### src/hdl/assert_macros.svh
// Assertion macros shared by the decoder RTL
`ifndef ASSERT_MACROS_SVH
`define ASSERT_MACROS_SVH

// Check a condition at every clock edge outside reset
`define MKD_ASSERT_ALWAYS(label, cond, msg) \
	label: assert property (@(posedge clk) disable iff (!arst_n) (cond)) \
		else $error(msg);

// Check that one condition implies another in the same cycle
`define MKD_ASSERT_IMPLY(label, pre, post, msg) \
	label: assert property (@(posedge clk) disable iff (!arst_n) (pre) |-> (post)) \
		else $error(msg);

`endif

### src/hdl/mkd_pkg.sv
// Shared types, constants and code table of the Morse key decoder
package mkd_pkg;

	localparam int unsigned CFG_W      = 16;
	localparam int unsigned APB_ADDR_W = 3;
	localparam int unsigned APB_DATA_W = 32;

	localparam logic [CFG_W-1:0] DASH_THRESHOLD_RST = 16'd200;
	localparam logic [CFG_W-1:0] LETTER_GAP_RST     = 16'd1000;

	localparam int unsigned SYMBOLS_PER_MESSAGE_DEF = 16;

	// Register indexes (paddr bit 2)
	localparam logic REG_DASH_THRESHOLD = 1'b0;
	localparam logic REG_LETTER_GAP     = 1'b1;

	localparam int unsigned CODE_W = 5;
	localparam int unsigned LEN_W  = 3;
	localparam logic [LEN_W-1:0] CODE_MAX_LEN  = 3'd5;
	localparam logic [LEN_W-1:0] CODE_TOO_LONG = 3'd6;

	localparam logic [CFG_W-1:0] TIMER_MAX = 16'hFFFF;

	typedef logic [6:0] ascii_t;

	typedef struct packed {
		ascii_t letter;
		logic   letter_valid;
		logic   message_end;
	} result_t;

	// Letters by code: index = 2^length - 2 + code, first symbol as MSB, dash = 1
	localparam int unsigned TABLE_DEPTH = 62;
	localparam ascii_t CODE_TABLE [0:TABLE_DEPTH-1] = '{
		7'h45, 7'h54,
		7'h49, 7'h41, 7'h4E, 7'h4D,
		7'h53, 7'h55, 7'h52, 7'h57, 7'h44, 7'h4B, 7'h47, 7'h4F,
		7'h48, 7'h56, 7'h46, 7'h00, 7'h4C, 7'h00, 7'h50, 7'h4A,
		7'h42, 7'h58, 7'h43, 7'h59, 7'h5A, 7'h51, 7'h00, 7'h00,
		7'h35, 7'h34, 7'h00, 7'h33, 7'h00, 7'h00, 7'h00, 7'h32,
		7'h00, 7'h00, 7'h00, 7'h00, 7'h00, 7'h00, 7'h00, 7'h31,
		7'h36, 7'h00, 7'h00, 7'h00, 7'h00, 7'h00, 7'h00, 7'h00,
		7'h37, 7'h00, 7'h00, 7'h00, 7'h38, 7'h00, 7'h39, 7'h30
	};

	// Match a pending code; zero when the length is out of range or unknown
	function automatic ascii_t code_lookup(input logic [LEN_W-1:0] len,
			input logic [CODE_W-1:0] code);
		logic [5:0] idx;
		ascii_t     ch;
		ch  = '0;
		idx = (6'd1 << len) - 6'd2 + {1'b0, code};
		if (len >= 3'd1 && len <= CODE_MAX_LEN && idx < 6'(TABLE_DEPTH)) begin
			ch = CODE_TABLE[idx];
		end
		return ch;
	endfunction

endpackage

### src/hdl/mkd_apb_regs.sv
// APB register bank holding the dash threshold and letter gap settings
module mkd_apb_regs
	import mkd_pkg::*;
(
	input  logic                  clk,
	input  logic                  arst_n,
	input  logic                  psel,
	input  logic                  penable,
	input  logic                  pwrite,
	input  logic [APB_ADDR_W-1:0] paddr,
	input  logic [APB_DATA_W-1:0] pwdata,
	output logic [APB_DATA_W-1:0] prdata,
	output logic                  pready,
	output logic [CFG_W-1:0]      dash_threshold_ms,
	output logic [CFG_W-1:0]      letter_gap_ms
);

	logic [CFG_W-1:0] dash_threshold_q;
	logic [CFG_W-1:0] letter_gap_q;
	logic             wr_en;
	logic             reg_sel;

	assign pready  = 1'b1;
	assign wr_en   = psel & penable & pwrite & pready;
	assign reg_sel = paddr[2];

	// Write on the access phase
	always_ff @(posedge clk or negedge arst_n) begin
		if (!arst_n) begin
			dash_threshold_q <= DASH_THRESHOLD_RST;
			letter_gap_q     <= LETTER_GAP_RST;
		end else if (wr_en) begin
			unique case (reg_sel)
				REG_DASH_THRESHOLD: dash_threshold_q <= pwdata[CFG_W-1:0];
				REG_LETTER_GAP:     letter_gap_q     <= pwdata[CFG_W-1:0];
				default:            ;
			endcase
		end
	end

	// Read back the selected register
	always_comb begin
		unique case (reg_sel)
			REG_DASH_THRESHOLD: prdata = APB_DATA_W'(dash_threshold_q);
			REG_LETTER_GAP:     prdata = APB_DATA_W'(letter_gap_q);
			default:            prdata = '0;
		endcase
	end

	assign dash_threshold_ms = dash_threshold_q;
	assign letter_gap_ms     = letter_gap_q;

endmodule

### src/hdl/morse_key_decoder_unit.sv
// Morse key decoder: key samples in, decoded letters and message ends out
//
// Takes one key level per millisecond tick (key_released: 0 pressed, 1 released) and
// times presses and gaps. A press shorter than dash_threshold_ms is a dot, else a dash; a
// press that follows a gap of at least letter_gap_ms adds a space, unless a space or message
// end came last; the space closes the pending letter. Codes of 1 to 5 symbols decode to
// A-Z or 0-9 as ASCII on letter; unknown codes give nothing. After SYMBOLS_PER_MESSAGE
// symbols the pending letter is flushed and a result with message_end set is always sent,
// letter_valid telling if a character came with it. Rate: one item per clock; each item
// updates the state and its result, if any, enters the result queue at the accepting edge
// and shows on the ports in the next cycle when the queue was empty. A two-entry result
// queue lets items keep flowing while a result waits; in_ready drops only when both entries
// are full. Configuration registers sit on the APB port at 0x0 (dash threshold) and 0x4
// (letter gap); they must be written while the block is idle; the block does not enforce it.
`include "assert_macros.svh"

module morse_key_decoder_unit
	import mkd_pkg::*;
#(
	parameter int unsigned SYMBOLS_PER_MESSAGE = SYMBOLS_PER_MESSAGE_DEF
) (
	input  logic                  clk,
	input  logic                  arst_n,
	input  logic                  psel,
	input  logic                  penable,
	input  logic                  pwrite,
	input  logic [APB_ADDR_W-1:0] paddr,
	input  logic [APB_DATA_W-1:0] pwdata,
	output logic [APB_DATA_W-1:0] prdata,
	output logic                  pready,
	input  logic                  in_valid,
	output logic                  in_ready,
	input  logic                  key_released,
	output logic                  out_valid,
	input  logic                  out_ready,
	output logic [6:0]            letter,
	output logic                  letter_valid,
	output logic                  message_end
);

	localparam int unsigned CNT_W = $clog2(SYMBOLS_PER_MESSAGE + 1);

	logic [CFG_W-1:0] dash_threshold_ms;
	logic [CFG_W-1:0] letter_gap_ms;

	// Decoder state
	logic              key_was_released_q;
	logic [CFG_W-1:0]  press_timer_q;
	logic [CFG_W-1:0]  gap_timer_q;
	logic [CODE_W-1:0] code_symbols_q;
	logic [LEN_W-1:0]  code_length_q;
	logic              last_was_space_q;
	logic [CNT_W-1:0]  symbol_count_q;

	// Next state
	logic [CFG_W-1:0]  press_timer_d;
	logic [CFG_W-1:0]  gap_timer_d;
	logic [CODE_W-1:0] code_symbols_d;
	logic [LEN_W-1:0]  code_length_d;
	logic              last_was_space_d;
	logic [CNT_W-1:0]  symbol_count_d;

	logic              have_symbol;
	logic              is_space;
	logic              is_dash;
	logic [CODE_W-1:0] code_added;
	logic [LEN_W-1:0]  len_added;
	logic [CNT_W-1:0]  count_inc;
	logic              msg_end;
	logic              take;
	ascii_t            ch;
	logic              has_result;
	result_t           res_new;

	// Result queue: head entry drives the ports, second entry absorbs a stall
	result_t res0_q;
	result_t res1_q;
	logic    res0_valid_q;
	logic    res1_valid_q;
	logic    in_acc;
	logic    push;
	logic    pop;

	mkd_apb_regs u_regs (
		.clk               (clk),
		.arst_n            (arst_n),
		.psel              (psel),
		.penable           (penable),
		.pwrite            (pwrite),
		.paddr             (paddr),
		.pwdata            (pwdata),
		.prdata            (prdata),
		.pready            (pready),
		.dash_threshold_ms (dash_threshold_ms),
		.letter_gap_ms     (letter_gap_ms)
	);

	// Time presses and gaps, detect symbol edges
	always_comb begin
		press_timer_d = press_timer_q;
		gap_timer_d   = gap_timer_q;
		have_symbol   = 1'b0;
		is_space      = 1'b0;
		is_dash       = 1'b0;
		if (!key_released) begin
			if (key_was_released_q) begin
				press_timer_d = 16'd1;
				is_space      = !last_was_space_q && (gap_timer_q >= letter_gap_ms);
				have_symbol   = is_space;
			end else if (press_timer_q != TIMER_MAX) begin
				press_timer_d = press_timer_q + 16'd1;
			end
		end else begin
			if (!key_was_released_q) begin
				have_symbol = 1'b1;
				is_dash     = press_timer_q >= dash_threshold_ms;
				gap_timer_d = 16'd1;
			end else if (gap_timer_q != TIMER_MAX) begin
				gap_timer_d = gap_timer_q + 16'd1;
			end
		end
	end

	// Append a dot or dash to the pending code; past five symbols mark it too long
	always_comb begin
		if (code_length_q < CODE_MAX_LEN) begin
			code_added = {code_symbols_q[CODE_W-2:0], is_dash};
			len_added  = code_length_q + 3'd1;
		end else begin
			code_added = code_symbols_q;
			len_added  = CODE_TOO_LONG;
		end
	end

	assign count_inc = symbol_count_q + CNT_W'(1);
	assign msg_end   = have_symbol && (count_inc == CNT_W'(SYMBOLS_PER_MESSAGE));
	assign take      = is_space || msg_end;
	assign ch        = take ? (is_space ? code_lookup(code_length_q, code_symbols_q)
	                                    : code_lookup(len_added, code_added)) : '0;

	// Update code, symbol count and space flag
	always_comb begin
		code_symbols_d   = code_symbols_q;
		code_length_d    = code_length_q;
		last_was_space_d = last_was_space_q;
		symbol_count_d   = symbol_count_q;
		if (have_symbol) begin
			symbol_count_d = count_inc;
			if (!is_space) begin
				code_symbols_d   = code_added;
				code_length_d    = len_added;
				last_was_space_d = 1'b0;
			end else begin
				last_was_space_d = 1'b1;
			end
			if (take) begin
				code_symbols_d = '0;
				code_length_d  = '0;
			end
			if (msg_end) begin
				symbol_count_d   = '0;
				last_was_space_d = 1'b1;
			end
		end
	end

	assign has_result           = have_symbol && ((ch != '0) || msg_end);
	assign res_new.letter       = ch;
	assign res_new.letter_valid = (ch != '0);
	assign res_new.message_end  = msg_end;

	assign in_ready = !res1_valid_q;
	assign in_acc   = in_valid && in_ready;
	assign push     = in_acc && has_result;
	assign pop      = res0_valid_q && out_ready;

	// Hold decoder state; advance on each accepted item
	always_ff @(posedge clk or negedge arst_n) begin
		if (!arst_n) begin
			key_was_released_q <= 1'b1;
			press_timer_q      <= '0;
			gap_timer_q        <= '0;
			code_symbols_q     <= '0;
			code_length_q      <= '0;
			last_was_space_q   <= 1'b1;
			symbol_count_q     <= '0;
		end else if (in_acc) begin
			key_was_released_q <= key_released;
			press_timer_q      <= press_timer_d;
			gap_timer_q        <= gap_timer_d;
			code_symbols_q     <= code_symbols_d;
			code_length_q      <= code_length_d;
			last_was_space_q   <= last_was_space_d;
			symbol_count_q     <= symbol_count_d;
		end
	end

	// Queue valid flags
	always_ff @(posedge clk or negedge arst_n) begin
		if (!arst_n) begin
			res0_valid_q <= 1'b0;
			res1_valid_q <= 1'b0;
		end else begin
			priority if (push && pop) begin
				res0_valid_q <= 1'b1;
			end else if (push) begin
				res0_valid_q <= 1'b1;
				res1_valid_q <= res0_valid_q;
			end else if (pop) begin
				res0_valid_q <= res1_valid_q;
				res1_valid_q <= 1'b0;
			end
		end
	end

	// Queue payload
	always_ff @(posedge clk) begin
		priority if (push && pop) begin
			if (res1_valid_q) begin
				res0_q <= res1_q;
				res1_q <= res_new;
			end else begin
				res0_q <= res_new;
			end
		end else if (push) begin
			if (res0_valid_q) begin
				res1_q <= res_new;
			end else begin
				res0_q <= res_new;
			end
		end else if (pop) begin
			res0_q <= res1_q;
		end
	end

	assign out_valid    = res0_valid_q;
	assign letter       = res0_q.letter;
	assign letter_valid = res0_q.letter_valid;
	assign message_end  = res0_q.message_end;

	// Checks
	`MKD_ASSERT_IMPLY(a_queue_order, res1_valid_q, res0_valid_q, "second entry without head")
	`MKD_ASSERT_IMPLY(a_empty_result_ends, out_valid && !letter_valid, message_end, "no message end")
	`MKD_ASSERT_IMPLY(a_letter_nonzero, out_valid && letter_valid, letter != '0, "valid letter is zero")
	`MKD_ASSERT_ALWAYS(a_count_range, symbol_count_q < CNT_W'(SYMBOLS_PER_MESSAGE), "count overflow")

endmodule

### config.mk
export PLATFORM = sky130hd
export DESIGN_NAME = morse_key_decoder_unit
export DESIGN_NICKNAME = d
export VERILOG_FILES = /design/src/hdl/mkd_pkg.sv /design/src/hdl/mkd_apb_regs.sv /design/src/hdl/morse_key_decoder_unit.sv
export VERILOG_INCLUDE_DIRS = /design/src /design/src/hdl
export SDC_FILE = /design/constraint.sdc
export NUM_CORES = 1
export LEC_CHECK = 0
export ABC_CLOCK_PERIOD_IN_PS = 18600
export BUFFER_PORTS_ARGS = -buffer_cell sky130_fd_sc_hd__buf_2
export CORE_UTILIZATION = 58
export DETAILED_ROUTE_END_ITERATION = 16
export MAX_ROUTING_LAYER = met4
export PLACE_DENSITY_LB_ADDON = 0.12
export REMOVE_ABC_BUFFERS = 1
export SKIP_CTS_REPAIR_TIMING = 1
export SLEW_MARGIN = 20
export SYNTH_ARGS = -nofsm -noshare
export SYNTH_HDL_FRONTEND = slang
export SYNTH_SLANG_ARGS = --single-unit
### constraint.sdc
create_clock -name clk -period 18.6 [get_ports clk]
set_clock_uncertainty 0.05 [all_clocks]
set_input_delay 0.93 -clock clk [delete_from_list [all_inputs] [get_ports clk]]
set_output_delay 0.93 -clock clk [all_outputs]
set_load 0.005 [all_outputs]
# [Word level (Yosys, flattened, before mapping)]
# Memories as Yosys holds them, arrays and structs flattened.
# Index checks and enable logic that the tools add are counted.
[word_totals] register_bits=99 romBits=896 in_bits=43 output_inout_bits=44 mem_count=2
[op_classes] n_addsub=8 n_lt_le_gt_ge=11 n_eq_ne=7 shift=2 n_mux=42 n_bitwise=7 n_reduce_logical=30
[mem_list] memory="(no name shown)" words=64 width=7 read_ports=1 rd_ports_with_merged_regs=0 wr=0 line_no="mkd_pkg.sv:54" text="ch = CODE_TABLE[idx];"
[mem_list] memory="(no name shown)" words=64 width=7 read_ports=1 rd_ports_with_merged_regs=0 wr=0 line_no="mkd_pkg.sv:54"
[ops] cell="$mux 9" count=9
[ops] cell="$mux 16" count=4
[ops] cell="$pmux 32 s2" count=1
[ops] cell="$mux 7" count=8
[ops] cell="$add 16x1->16 const B" count=2
[ops] cell="$ge 16x16->1" count=2
[ops] cell="$ne 16x16->1 const B" count=2
[ops] cell="$mux 5" count=4
[ops] cell="$ge 7x7->1 const B" count=2
[ops] cell="$not 6->7" count=2
[ops] cell="$mux 1" count=13
[ops] cell="$add 6x5->6" count=2
[ops] cell="$lt 6x6->1 const B" count=2
[ops] cell="$reduce_and 3->1" count=4
[ops] cell="$shl 1x3->6 const A" count=2
[ops] cell="$sub 6x2->6 const B" count=2
[ops] cell="$logic_and 1x1->1" count=11
[ops] cell="$reduce_and 2->1" count=5
[ops] cell="$mux 3" count=3
[ops] cell="$reduce_bool 2->1" count=4
[ops] cell="$reduce_bool 7->1" count=1
[ops] cell="$ge 3x1->1 const B" count=2
[ops] cell="$le 3x3->1 const B" count=2
[ops] cell="$add 5x1->5 const B" count=1
[ops] cell="11 further kinds" count=17

# [Longest topological paths before layout]
[logic_depth] ltp_word=19 depth_mapped=23 ltp_nobuf=22

# [Hierarchy]
# Synthesis repeated with hierarchy kept, for this count alone.
[hier_totals] hier_cells=778 area_unflattened_um2=7493.4
[by_module_without_submodules] mod="morse_key_decoder_unit" n_inst=1 cells_per_inst=673 area_each_um2=5884.4 seq_area_each_um2=1769.2
[by_module_without_submodules] mod="mkd_apb_regs" n_inst=1 cells_per_inst=105 area_each_um2=1609.0 seq_area_each_um2=812.0

# [Worst setup path before layout]
# No wires, ideal clock.
[synth_path] kind="reg2reg" from="register press_timer_q[0]" to="register res0_q, in the netlist letter[0], enable pin" setup_time_ns=0.371 arrival_time_ns=5.455 path_slack_ns=12.724 stages_incl_launch_ff=24 period_less_slack_ns=5.876 cell_sequence="dfrtp_1 inv_1 ha_1 nand2b_1 a21o_1 a21o_1 a21o_1 a21o_1 a2111oi_0 o21ai_0 a221o_1 ha_1 ha_1 fa_1 xnor2_1 buf_4 nor2_1 o21ai_0 mux2i_1 mux2_2 a22oi_1 nand4_2 o41ai_4 o21ai_0"
[synth_between] elab_chain_len=19 word_cells_on_any_way=22 cone_classes="add/sub: 1; order compare: 2; eq/ne: 1; mux: 8; bitwise: 1; reduce/logical: 8; memory: 1"
[synth_rtl] element="start: declaration" line_no="morse_key_decoder_unit.sv:48" text="logic [CFG_W-1:0] press_timer_q;"
[synth_rtl] element="start signal: assignment" line_no="morse_key_decoder_unit.sv:189" text="press_timer_q <= press_timer_d;"
[synth_rtl] element="$ge 16x16->1 (*)" line_no="morse_key_decoder_unit.sv:116" text="is_dash = press_timer_q >= dash_threshold_ms;"
[synth_rtl] element="$mux 1 (*)" line_no="morse_key_decoder_unit.sv:114" text="if (!key_was_released_q) begin"
[synth_rtl] element="$mux 1 (*)" line_no="morse_key_decoder_unit.sv:105" text="if (!key_released) begin"
[synth_rtl] element="$mux 5 (*)" line_no="morse_key_decoder_unit.sv:126" text="if (code_length_q < CODE_MAX_LEN) begin"
[synth_rtl] element="$add 6x5->6 (*)" line_no="mkd_pkg.sv:52" text="idx = (6'd1 << len) - 6'd2 + {1'b0, code};"
[synth_rtl] element="$not 6->7 (implied by the code)" line_no="mkd_pkg.sv:54"
[synth_rtl] element="$mem_v2 64x7"
[synth_rtl] element="$mux 7 (implied by the code) (2 in a row)" line_no="mkd_pkg.sv:54"
[synth_rtl] element="$mux 7 (*)" line_no="mkd_pkg.sv:53" text="if (len >= 3'd1 && len <= CODE_MAX_LEN && idx < 6'(TABLE_DEPTH)) begin"
[synth_rtl] element="$mux 7 (*) (2 in a row)" line_no="morse_key_decoder_unit.sv:138" text="assign ch = take ? (is_space ? code_lookup(code_length_q, code_symbols_q)"
[synth_rtl] element="$reduce_bool 7->1 (*)" line_no="morse_key_decoder_unit.sv:167" text="assign has_result = have_symbol && ((ch != '0) || msg_end);"
[synth_rtl] element="$logic_or 1x1->1 (*)" line_no="morse_key_decoder_unit.sv:167"
[synth_rtl] element="$logic_and 1x1->1 (*)" line_no="morse_key_decoder_unit.sv:167"
[synth_rtl] element="$logic_and 1x1->1 (*)" line_no="morse_key_decoder_unit.sv:174" text="assign push = in_acc && has_result;"
[synth_rtl] element="$logic_and 1x1->1" line_no="morse_key_decoder_unit.sv:218" text="priority if (push && pop) begin"
[synth_rtl] element="$ne 3x2->1 (no source line) or $reduce_bool 3->1 (tied branches)"
[synth_rtl] element="$reduce_and 2->1 (no source line) (*)"
[synth_rtl] element="end signal: assignment" line_no="morse_key_decoder_unit.sv:220" text="res0_q <= res1_q;"
[synth_rtl] element="end signal: assignment" line_no="morse_key_decoder_unit.sv:223" text="res0_q <= res_new;"
[synth_rtl] element="end signal: assignment" line_no="morse_key_decoder_unit.sv:229" text="res0_q <= res_new;"
[synth_rtl] element="end: declaration" line_no="morse_key_decoder_unit.sv:76" text="result_t res0_q;"
# Every way passes the cells marked *; elsewhere a longest branch is shown, timed or not. The select of a mux whose other input is x is not followed.
# A chain may end at the register's enable or synchronous reset.

# [Worst setup path in the final report]
[layout_path] from="register press_timer_q[0]" to="register res0_q, in the netlist message_end, enable pin"
# Same word-level chain as after synthesis.

==> flow_metrics.py <==
metrics = {
    "power_and_ir_drop": {
        "leakagePower_nw": 3.807,
        "p_int_mw": 0.8172,
        "clkPwrFrac_pct": 11.9,
        "netSwitchingFraction_pct": 49.17,
        "power_density_nw_per_um2": 201.6,
        "power_switching_mw": 0.7906,
        "combPwrFrac_pct": 69.6,
        "peakVddDrop_mv": 0.2111,
        "power_frac_seq_pct": 18.4,
    },
    "cts": {
        "cts_max_level": 3,
        "tritoncts": "yes",
        "clkTransAtPathRegs_ps": 70,
        "cts.sinks": 99,
        "cts_made_buffers": 9,
        "clk_latency_ps": 360,
        "cts-root-buf": "clkbuf_16",
        "cts_max_path_buffers": 2,
    },
    "place": {
        "numPortBuffers": 51,
        "dp_hpwl_um": 12470,
        "gp_congestion": 0.8727,
        "place_ws_ps": 11420,
    },
    "run_status": {
        "status": "completed",
    },
    "global_route": {
        "grt.total_usage_pct": 27.43,
        "grt_pass1_wl_um": 27210,
        "antenna_found_initial": 0,
        "global_route.overflow_total": 0,
        "grt_max_degree": 82,
        "first_global_vias": 5542,
    },
    "yosys": {
        "postSynth.asyncResetShare_pct": 81.82,
        "synthCells": 805,
        "synth-seq-area-share_pct": 34.81,
        "yosys_warnings": 0,
        "avgSynthCellArea_um2": 9.212,
        "synth_cell_types": 81,
        "synth-seq-cells": 99,
        "synth_edf_count": 18,
        "ys.flop_type": "dfrtp_1",
        "syn_area_um2": 7416,
    },
    "timing": {
        "fmax_mhz": 140.8,
        "setup_violations": 0,
        "rsz0062_at_grt": "no",
        "layout_min_cycle_time_ps": 7100,
        "layout_setup_ws_ps": 11500,
        "period_share_pct": 38.17,
        "worst_slew_pin_slew_ps": 1160,
        "fin_tns_setup_ps": 0,
        "slew_headroom_pct": 22.09,
        "finalMaxSlewViolations": 0,
        "hold_viol": 0,
    },
    "worst_setup_path": {
        "crit_path_max_fanout": 13,
        "worstPathCellList": "inv_1 -> ha_1 -> nand2b_1 -> a21o_1 -> a21o_1 -> a21o_1 -> a21o_1 -> a2111oi_0 -> o21ai_0 -> a221o_1 -> ha_1 -> ha_1 -> fa_1 -> xnor2_1 -> nor2_1 -> o21ai_0 -> mux2i_1 -> mux2_2 -> a22oi_1 -> nand4_2 -> o41ai_4 -> o21ai_1",
        "critPathLaunchType": "flop",
        "critPathMostFrequentCell": "a21o_1",
        "crit_required_ps": 18570,
        "critPathMaxStageDelay_ps": 950,
        "path_class": "flop to flop",
        "worstSetupEndpointType": "flop",
        "slowest_stage": "xnor2_1",
        "worstPathArrival_ps": 7070,
    },
    "floorplanning": {
        "die_height_um": 115.1,
        "num_rows": 40,
        "die_w_um": 115.1,
        "dieArea_um2": 13240,
        "ios": 87,
        "initial_core_util_pct": 60.73,
        "core_um2": 12210,
    },
    "detailed_routing": {
        "drtIter0Drc": 503,
        "wl_per_cell_um": 16.50,
        "dr_total_vias": 5816,
        "vias_per_cell": 5.770,
        "drc": 0,
        "routed_wirelength_um": 16640,
        "ant_nets": 0,
        "first_pass_iters": 5,
    },
    "final_layout": {
        "area_growth_pct": 7.542,
        "fin_nets": 951,
        "layout-drive-gt1-share_pct": 17.86,
        "num_antenna_cells": 0,
        "fillCellCount": 1072,
    },
    "worst_hold_path": {
        "hold_class": "flop to flop",
    },
    "flow_run": {
        "drv_cap": 0,
    },
}
-- critical path, delay by kind of cell (launching register included) --
family,cells,cell delay (ps)
AND/OR/NAND/NOR,3,520
XOR/XNOR,1,950
flip-flops,1,390
adder cells (fa/ha/maj),4,1190
AO/OA/AOI/OAI,11,3160
multiplexers,2,400
buffers and inverters,1,130
-- registers in the layout, summed over array words and instances (netlist names) --
signal                    cells
code_length_q                 3
letter                        7
out_valid                     1
last_was_space_q              1
u_regs.dash_threshold_ms     16
gap_timer_q                  16
res1_valid_q                  1
code_symbols_q                5
press_timer_q                16
u_regs.letter_gap_ms         16
symbol_count_q                5
letter_valid                  1
res1_q                        9
key_was_released_q            1
message_end                   1
-- layout by cell type (no fill, tap or decap), types with 7 or more instances in the layout --
cell type,Yosys,layout
a21o_1,12,12
a21oi_1,39,39
and3_1,9,9
buf_2,3,50
clkbuf_16,0,9
conb_1,2,17
dfrtp_1,70,70
dfstp_2,11,11
edfxtp_1,18,18
ha_1,71,71
inv_1,69,69
mux2_2,36,36
mux2i_1,7,7
nand2_1,83,83
nand2b_1,7,7
nand3_1,19,19
nand4_1,15,15
nor2_1,68,68
nor3_1,17,17
o21ai_0,57,56
or3_1,12,12
xnor2_1,12,12
xor2_1,14,14
-- routing by layer --
layer	vias up	GRT usage (%)	part of all wire (%)
met4	0	6.840	1.4
li1	2852	-	-
met3	21	4.850	6.1
met2	179	41.16	45
met1	2764	38.41	47
met5	-	-	0
-- synth_stat cells (all sizes together), types with 3 or more instances --
cell type / number / area [um^2]
a211oi: 4 / 40.03
a21o: 14 / 107.6
a21oi: 45 / 255.3
a22o: 6 / 52.55
a31oi: 4 / 25.02
and3: 10 / 67.56
and4: 3 / 26.28
buf: 25 / 191.4
clkbuf: 23 / 88.84
dfrtp: 70 / 1752
dfstp: 11 / 289.0
edfxtp: 18 / 540.5
ha: 71 / 888.4
inv: 69 / 259.0
mux2: 39 / 450.4
mux2i: 7 / 70.07
mux4: 3 / 67.56
nand2: 84 / 322.8
nand2b: 7 / 43.79
nand3: 20 / 105.1
nand4: 16 / 106.4
nor2: 69 / 261.5
nor2b: 4 / 25.02
nor3: 17 / 85.08
o2111ai: 3 / 26.28
o211ai: 3 / 22.52
o21a: 6 / 45.04
o21ai: 59 / 295.3
o221ai: 3 / 26.28
o311ai: 3 / 26.28
o31ai: 3 / 22.52
or2: 3 / 18.77
or3: 13 / 82.58
xnor2: 13 / 121.4
xor2: 20 / 231.5
-- stage by stage --
stage / util [%] / power (mW) / hold slack, ps / instances / area [um^2]
after global routing: 65.31 / 1.744 / 479.1 / 1008 / 7975
final: 65.31 / 1.608 / 456.7 / 1008 / 7975
after CTS: 65.28 / 1.598 / 456.6 / 1008 / 7971
after detailed placement: 62.79 / 1.401 / 442.9 / 992 / 7667
after global placement: 62.79 / 1.376 / 437.7 / 992 / 7667
after floorplan: - / 1.159 / 428.7 / 772 / 7192
-- power groups by stage --
| stage | clock network (mW) | registers, mW | logic, mW |
|---|---|---|---|
| 2_1_floorplan | 0 | 0.287 | 0.872 |
| 3_3_place_gp | 0 | 0.296 | 1.08 |
| 3_5_place_dp | 0 | 0.299 | 1.10 |
| 4_1_cts | 0.195 | 0.295 | 1.11 |
| 5_1_grt | 0.204 | 0.301 | 1.24 |
| 6_report | 0.192 | 0.296 | 1.12 |
-- cells by family after synthesis --
| group | share of synthesized area (%) |
|---|---|
| muxes | 7.930 |
| DFF | 34.81 |
| other | 0.1013 |
| adders and majority gates | 12.52 |
| xor gates and xnor gates | 5.365 |
| and+or+nand+nor | 16.43 |
| AOI/OAI and AO/OA | 15.47 |
| buffers and inverters | 7.373 |
-- layout make-up --
cell class | instances | area, um^2 | area share [%]
well taps | 168 | 210.2 | 2.636
multi-input cells | 602 | 4344 | 54.47
flip-flops and latches | 99 | 2581 | 32.37
repair buffers | 52 | 269.0 | 3.373
clock inverters | 5 | 61.31 | 0.7687
inverters | 71 | 266.5 | 3.342
clock buffers | 11 | 242.7 | 3.044
-- path summary, 6_finish.rpt --
kind                       cells past startpoint                          from  slack, ps                      endpoint
setup / recovery                              22              press_timer_q[0]      11500                   message_end
hold / removal                                 1  u_regs.dash_threshold_ms[13]        460  u_regs.dash_threshold_ms[13]
setup reg to reg                              22              press_timer_q[0]      11500                   message_end
hold reg to reg                                1  u_regs.dash_threshold_ms[13]        460  u_regs.dash_threshold_ms[13]
max in group asynchronous                      1                        arst_n      17430              press_timer_q[5]
min in group asynchronous                      1                        arst_n        570                     out_valid
Note: power is estimated with default switching activity, not from simulation.
